## config.mk

```make
export PLATFORM = sky130hd
export DESIGN_NAME = bff_ram
export DESIGN_NICKNAME = d
export VERILOG_FILES = /design/src/rtl/bff_ram.sv
export SDC_FILE = /design/constraint.sdc
export NUM_CORES = 2
export LEC_CHECK = 0
export BUFFER_PORTS_ARGS = -buffer_cell sky130_fd_sc_hd__buf_2
export CAP_MARGIN = 20
export CORE_MARGIN = 2
export CORE_UTILIZATION = 57
export DETAILED_ROUTE_END_ITERATION = 10
export PLACE_DENSITY_LB_ADDON = 0.1
export RECOVER_POWER = 50
export SYNTH_ARGS = -nofsm -noshare
export SYNTH_HDL_FRONTEND = slang
export SYNTH_SLANG_ARGS = --single-unit
```

## constraint.sdc

```tcl
create_clock -name clk -period 2.4 [get_ports clk]
set_input_delay 0.48 -clock clk [delete_from_list [all_inputs] [get_ports clk]]
set_output_delay 0.48 -clock clk [all_outputs]
set_load 0.05 [all_outputs]
```

## src/rtl/bff_ram.sv

```systemverilog
module bff_ram #(
  parameter int WIDTH = 8,
  parameter int DEPTH = 512
) (
  input  logic                     clk,
  input  logic                     we,
  input  logic [$clog2(DEPTH)-1:0] waddr,
  input  logic [WIDTH-1:0]         wdata,
  input  logic [$clog2(DEPTH)-1:0] raddr,
  output logic [WIDTH-1:0]         rdata
);
  logic [WIDTH-1:0] mem [DEPTH];

  always_ff @(posedge clk) begin
    if (we) mem[waddr] <= wdata;
    rdata <= mem[raddr];
  end
endmodule

```

==> impl_metrics.toml <==
[setup_path]
crit_fanout = 14
timing.critical_path.to_type = "register"
worstReg2RegEnd = "rdata[3]"
ff2ff_setup_slack_ns = -0.17
critical_path_arrival_ns = 3.56
critPathKind = "in -> reg"
startpoint_type = "input pin"
critPathRequiredTime_ns = 3.30
worst-r2r-cell-count = 9
worstReg2RegStart = "mem[282][3]"

[clock_tree]
tritoncts = "built"
clock-root-buffer = "clkbuf_16"
clk_transition_reported_paths_ns = 0.06
ctsLongestPathBuffers = 4
tritoncts_num_sinks = 4104
cts-buffers-inserted = 403
htree_num_levels = 5
worstSkewPairLatency_ns = 0.95

[yosys]
top_ff_cell_synth = "edfxtp_1"
synth_cell_type_count = 51
synth_warn = 0
synth-edff-count = 4096
synth_nets = 8058
asr_flop_ratio_synth_pct = 0
post_synth_instance_area_mm2 = 0.1599
synth_seq_cells = 4104
synth_seq_area_share_pct = 77.01
syn-mean-instance-area_um2 = 19.92
synthCells = 8030

[die]
core-area_mm2 = 0.2791
start_util_pct = 57.29
fp.dieH_um = 533.7
floorplan.rows = 194
die_width_um = 533.7
top_level_ports = 36
die_area_mm2 = 0.2848

[sta]
final_period_demand_of_the_worst_path_ns = 2.660
worst-slew-pin-transition_ns = 1.878
fmaxAchievable_mhz = 375.9
rsz0062_at_grt = "true"
period_utilization_post_route_pct = 110.8
slew_viol_final = 153
final_hold_viol_count = 0
final.setup.worst_slack_ns = -0.2600
clock_skew_ns = 0.04140
max_slew_margin_pct = -25.20
setup-violations-final = 541

[route]
drt-pass1-iter-count = 8
vias = 87630
routed_via_count_divided_by_cell_count = 6.427
routed_wl_mm = 430.7
wl_per_cell_um = 31.59
route.antenna.remaining_nets = 0
drc_errors = 0
drtIter0Drc = 11810

[global_routing]
grt.overflow.total = 0
grt_max_degree = 127
gr-usage-all-layers_pct = 30.03
number_of_global_route_vias_before_repair = 87060
grt_antenna_before_repair = 18
global_route_wire_length_before_repair_mm = 617.0

[finish]
final_layout_size_suffix_gt1_share_pct = 26.73
nets = 9596
layout.cells.most_common_list = "4096 x edfxtp_1, 1037 x buf_4, 794 x mux2i_1"
flow.area_growth_from_synthesis_pct = 18.06
leading_cell_type_in_the_layout_fill_and_taps_excluded = "edfxtp_1"
number_of_non_filler_instances_in_the_completed_layout = 13630

[placement]
placedCellCount = 12860
pre_cts_ws_ns = -1.884
port_buffers = 35
detailedPlacementHpwl_mm = 279.4
place_congestion = 0.9269

[worst_hold_path]
min_delay_worst_endpoint = "mem[177][5]"
timing.hold.worst_path_depth = 4
worst_hold_startpoint = "waddr[8]"
hold_path_class = "in -> reg"

[outcome]
status = "finished with violations"
failing_checks = "capacitance limit, slew limit, setup timing"

[pwr]
power_density_mw_per_mm2 = 798.9
ir_worst_vdd_uv = 641.3
leakagePower_nw = 62.42

[run]
timing.max_cap.violations = 5
-- how the worst max path moves through the flow --
stage	from	to	slack [ns]	depth (start not counted)
after floorplan	raddr[0]	rdata[0]	0.007	10
after global placement	raddr[2]	rdata[3]	-1.82	13
after detailed placement	raddr[2]	rdata[3]	-1.88	13
after CTS	mem[35][3]	rdata[3]	-0.14	10
after global routing	raddr[2]	rdata[3]	-0.24	13
final	raddr[2]	rdata[3]	-0.26	13
-- critical path, cell delays in order --
cell and delay [ns]:
buf_6 0.12, buf_4 0.14, or2_4 0.31, buf_16 0.20
buf_4 0.22, o221ai_2 0.27, a21oi_2 0.14, nor4_4 0.45
buf_4 0.19, nand4_1 0.26, nor4_4 0.40, buf_4 0.16
o2111a_1 0.17
-- layer usage --
metal	vias up	routed length [um]	share of wire, %	GRT usage [%]
met5	-	42	0.0098	0
met4	6	16160	3.8	9.874
met3	725	40900	9.5	5.241
met2	4527	202800	47	46.58
met1	45800	170900	40	43.94
li1	36570	-	-	-
-- per-stage QoR --
step / total power [mW] / util, % / instance area [um2] / hold WS [ns] / setup TNS, ns
3_3_place_gp: 88.77 / 63.21 / 176500 / 0.8631 / -12.40
6_report: 150.8 / 67.64 / 188800 / 0.3530 / -20.30
5_1_grt: 154.6 / 67.63 / 188800 / 0.3119 / -49.04
3_5_place_dp: 88.92 / 63.22 / 176500 / 0.8659 / -12.46
4_1_cts: 151.6 / 68.18 / 190300 / 0.2631 / -0.3318
2_1_floorplan: 84.35 / - / 160000 / 0.5789 / 0
-- cells by family (layout without fill, tap and decap cells) --
| family | count (synthesis) | after routing | share of synthesized area [%] |
|---|---|---|---|
| flops | 4104 | 4104 | 77.01 |
| mux | 1451 | 1451 | 14.20 |
| simple gates | 980 | 980 | 2.631 |
| compound gates | 979 | 979 | 4.313 |
| buf+inv | 516 | 2384 | 1.849 |
| other cells | 0 | 11 | 0 |
-- registers in the layout, indices dropped and copies added (netlist names) --
signal  flops
mem      4096
rdata       8
-- final cells by class --
cell class,count,area (um2)
timing repair buffer,1646,13030
clock buffer,483,10560
antenna,11,27.53
fill,18400,90340
sequential,4104,123200
tap,3724,4659
inverter,3,18.77
clock inverter,252,2666
multi-input combinational,3410,34690
-- power by group --
part	leakage [nW]	total (mW)	switching [mW]	internal [mW]
clock	6.44	63.3	26.6	36.6
sequential	36.9	79.0	0.107	78.9
combinational	19.1	8.53	5.36	3.17
-- cell usage after synthesis, drive strengths merged, types with 32 or more instances --
cell type	number	area, um2
a21oi	194	970.9
nor3	109	545.5
mux2i	797	7978
nor2	597	2241
nand2	111	416.7
nand4	32	200.2
nor4	36	225.2
o22ai	163	1020
a22oi	61	457.9
buf	248	1951
nand3	36	180.2
o21ai	119	595.6
mux4	654	14730
o221ai	372	3264
edfxtp	4096	123000
clkbuf	265	994.7
-- repair_timing --
action / CTS / global route
hold buffers: 8 / 0
pin swaps: 29 / 19
buffers inserted: 6 / 9
setup endpoints to repair: 9 / 9
cloned: 5 / 1
gates resized for setup: 84 / 79
hold endpoints to repair: 119 / 0
(Power assumes the default switching activity.)
