--- src/rtl/bff_mod.sv ---
// Sequential restoring remainder of a 32-bit hash by the modulus, one bit a cycle.
module bff_mod (
  input  logic        clk,
  input  logic        rst,
  input  logic        go,
  input  logic [31:0] dividend,
  input  logic [16:0] modulus,
  output logic        done,
  output logic [16:0] remainder
);
  logic [31:0] shreg;
  logic [17:0] rem;
  logic [5:0]  count;
  logic        running;
  logic [17:0] trial;

  assign trial = {rem[16:0], shreg[31]} - {1'b0, modulus};
  assign remainder = rem[16:0];

  always_ff @(posedge clk) begin
    if (rst) begin
      running <= 1'b0;
      done <= 1'b0;
    end else begin
      done <= 1'b0;
      if (go) begin
        running <= 1'b1;
        count <= 6'd32;
        rem <= '0;
        shreg <= dividend;
      end else if (running) begin
        shreg <= {shreg[30:0], 1'b0};
        if (!trial[17]) rem <= trial;
        else rem <= {rem[16:0], shreg[31]};
        count <= count - 6'd1;
        if (count == 6'd1) begin
          running <= 1'b0;
          done <= 1'b1;
        end
      end
    end
  end
endmodule

--- config.mk ---
export PLATFORM = sky130hd
export DESIGN_NAME = bff_mod
export DESIGN_NICKNAME = d
export VERILOG_FILES = /design/src/rtl/bff_mod.sv
export SDC_FILE = /design/constraint.sdc
export NUM_CORES = 1
export LEC_CHECK = 0
export ABC_AREA = 0
export BUFFER_PORTS_ARGS = -buffer_cell sky130_fd_sc_hd__buf_2
export CAP_MARGIN = 20
export CORE_MARGIN = 1
export CORE_UTILIZATION = 55
export DETAILED_ROUTE_END_ITERATION = 12
export PLACE_DENSITY_LB_ADDON = 0.1
export SLEW_MARGIN = 30
export SYNTH_ARGS = -nofsm -noshare
export SYNTH_HDL_FRONTEND = slang
export SYNTH_SLANG_ARGS = --single-unit
export TNS_END_PERCENT = 1
--- constraint.sdc ---
create_clock -name clk -period 6.2 [get_ports clk]
set_input_delay 0 -clock clk [delete_from_list [all_inputs] [get_ports clk]]
set_output_delay 0 -clock clk [all_outputs]
set_load 0.02 [all_outputs]
==> impl_metrics.json <==
{
  "io_pins": 70,
  "cts_tree": "built",
  "netlist_area_sq_mm": 0.00350,
  "max_freq_mhz": 346,
  "ys.flop_type": "edfxtp_1",
  "hold_class": "in2reg",
  "antenna_found_initial": 0,
  "switchingPower_uw": 341,
  "portBuffers": 69,
  "hold_viol": 0,
  "synthMuxAreaShare_pct": 10.9,
  "die_h_microns": 81.8,
  "seq_area_frac_synth_pct": 48.3,
  "num-nets-final": 490,
  "routed_wl_microns": 7660,
  "cts_made_buffers": 9,
  "yosys.area_share.simple_pct": 9.78,
  "setup_viol": 0,
  "outcome": "finished, final reports clean",
  "finalWorstSetupSlack_ns": 3.31,
  "start_kind": "register",
  "grt_overflow": 0,
  "yosysUniqueCellTypes": 54,
  "cts_sinks": 57,
  "synth_edf_count": 55,
  "synthArstFlopShare_pct": 0,
  "globalplace.congestion": 0.880,
  "synth_nets": 386,
  "pwr-share-clk_pct": 31.1,
  "vias_per_cell": 5.51,
  "rrSetupSlack_ns": 3.31,
  "root_buffer": "clkbuf_8",
  "first_pass_iters": 4,
  "synth_top_family_by_area": "compound AO/OA/AOI/OAI gates",
  "path_class": "reg2reg",
  "ys_ff_latch": 57,
  "regArea_sq_mm": 0.00169,
  "netSwitchingFraction_pct": 30.4,
  "power_density_mw_per_mm2": 253,
  "syn_inst": 314,
  "grt_max_degree": 58,
  "dieArea_sq_mm": 0.00670,
  "synth-xor-area-share_pct": 3.50,
  "grt_pass1_wl_microns": 11900,
  "comb_power_share_pct": 26.3,
  "cp.required_ns": 6.40,
  "p_seq_share_pct": 42.7,
  "coreArea_sq_mm": 0.00603,
  "ant_nets": 0,
  "cts_setup_buffers": 0,
  "syn2layout_area_growth_pct": 26.0,
  "end_kind": "register",
  "clkLatencyLatePin_ns": 0.33,
  "cts_hold_buffers": 33,
  "fillers": 412,
  "dr_total_vias": 2744,
  "worst_slew_pin_slew_ns": 0.665,
  "dp_hpwl_microns": 5000,
  "htree_levels": 3,
  "wl_per_cell_microns": 15.4,
  "slew_headroom_pct": 55.7,
  "cts_buffer_depth": 2,
  "path_max_fanout": 13,
  "maxCapViolations": 0,
  "initial_core_util_pct": 58.2,
  "drcViolationCount": 0,
  "core.rowCount": 28,
  "worst_clock_skew_ns": 0.00473,
  "p_int_uw": 778,
  "yosysWarnings": 0,
  "first_iter_violations": 184,
  "synth_compound_area_share_pct": 15.2,
  "irDropWorstVdd_mv": 0.183,
  "avgSynthCellArea_sq_um": 11.2,
  "post-route-period-util_pct": 46.6,
  "synth_fa_ha_area_share_pct": 7.35,
  "post-route-min-period_ns": 2.89,
  "grt_pass1_vias": 2599,
  "cts_resized": 0,
  "arrival_ns": 3.09,
  "final.setup.tns_ns": 0,
  "clk_pin_slew_ns": 0.07,
  "rsz0062_at_grt": "no",
  "slew_violations": 0,
  "fin_util_pct": 73.3,
  "antennaDiodeCount": 0,
  "drive_above_1_share_pct": 31.7,
  "dp_slack_ns": 3.36,
  "chipWidth_microns": 81.8,
  "grt_usage_pct": 24.1,
  "multi_input_comb_area_sq_mm": 0.00164,
  "p_leak_nw": 1.85
}
-- routing by layer --
metal	wire [microns]	vias up	global-route usage, %
li1	-	1364	-
met1	3490	1286	31.4
met2	3730	77	38.6
met3	269	17	4.78
met4	174	0	11.1
met5	0	-	0
-- registers in the layout, indices dropped and copies added, names as in the netlist --
signal and flops:
running 1, rem 17, done 1, count 6, shreg 32
-- power groups by stage --
stage	Combinational, mW	Clock, mW	Sequential [mW]
floorplan	0.200	0	0.497
global placement	0.270	0	0.484
detailed placement	0.275	0	0.485
CTS	0.293	0.351	0.477
global route	0.325	0.366	0.480
finish	0.294	0.348	0.477
-- cells in the mapped netlist, types with 2 or more instances --
| library cell | count | area [sq um] |
|---|---|---|
| o21ai_1 | 4 | 20.0 |
| nand2b_1 | 3 | 18.8 |
| o21a_1 | 6 | 45.0 |
| nand4_1 | 2 | 12.5 |
| inv_1 | 25 | 93.8 |
| mux2i_1 | 2 | 20.0 |
| xnor2_1 | 8 | 70.1 |
| clkbuf_2 | 2 | 10.0 |
| o211ai_1 | 2 | 15.0 |
| nand3_1 | 5 | 25.0 |
| edfxtp_1 | 55 | 1650 |
| ha_1 | 19 | 238 |
| clkbuf_1 | 3 | 11.3 |
| buf_2 | 2 | 10.0 |
| and3_1 | 4 | 25.0 |
| nor2_1 | 23 | 86.3 |
| xor2_1 | 6 | 52.6 |
| a21oi_1 | 26 | 130 |
| a21o_1 | 3 | 22.5 |
| nand2_1 | 17 | 63.8 |
| nor3_1 | 4 | 20.0 |
| a21oi_2 | 4 | 35.0 |
| a211oi_1 | 4 | 30.0 |
| dfxtp_1 | 2 | 40.0 |
| mux2_2 | 32 | 360 |
| a211oi_2 | 3 | 37.5 |
| o21ai_0 | 20 | 100 |
| nor2b_1 | 2 | 12.5 |
-- cell families (layout without fill, tap and decap cells) --
family,Yosys count,in the layout
AO/OA/AOI/OAI,82,82
XOR/XNOR,14,14
adder cells (fa/ha/maj),20,20
buffers and inverters,37,146
flip-flops,57,57
multiplexers,34,34
AND/OR/NAND/NOR,70,70
-- worst max-delay path, stage by stage, from the launching register on --
cell and delay [ns]:
edfxtp_1 0.41, ha_1 0.38, a21oi_2 0.20, nand2_1 0.08, o21ai_1 0.33, a21oi_1 0.15
a211oi_2 0.46, buf_4 0.30, mux2_2 0.35, nor2_1 0.08
-- placed cells by master, fill, tap and decap left out, drive strengths merged, types with 2 or more instances in the layout --
master and n:
o311ai 2, nand2b 3, ha 19, xor2 6, mux2i 2, clkinv 2, nand3 5, a211oi 7
a21o 3, mux2 32, nor2b 2, a21oi 30, and3 4, clkinvlp 3, nor2 23, inv 26
nand2 17, clkbuf 9, xnor2 8, buf 72, o21ai 24, o211ai 3, edfxtp 55, nor3 5
dfxtp 2, dlygate4sd3 33, o21a 6, nand4 2, and2 2
-- metrics by stage --
stage / instance area, sq um / hold slack (ns) / total power [mW] / instances
after global placement: 3890 / 0.231 / 0.753 / 449
final: 4410 / 0.145 / 1.12 / 498
after floorplan: 3500 / 0.0790 / 0.697 / 314
after global routing: 4410 / 0.131 / 1.17 / 498
after detailed placement: 3890 / 0.236 / 0.760 / 449
after CTS: 4410 / 0.113 / 1.12 / 498
-- final timing paths --
path | start | end | cells after the start
worst max-delay path | rem[5] | rem[1] | 9
worst min-delay path | modulus[0] | rem[0] | 3
worst max register to register | rem[5] | rem[1] | 9
worst min register to register | running | done | 1
-- final cells by class --
type	count	area share, %
inverter	25	2.13
tap	75	2.13
sequential	57	38.3
clock inverter	7	1.59
clock buffer	9	2.81
multi-input combinational	220	37.2
timing repair buffer	105	15.8
(Power assumes the default switching activity.)
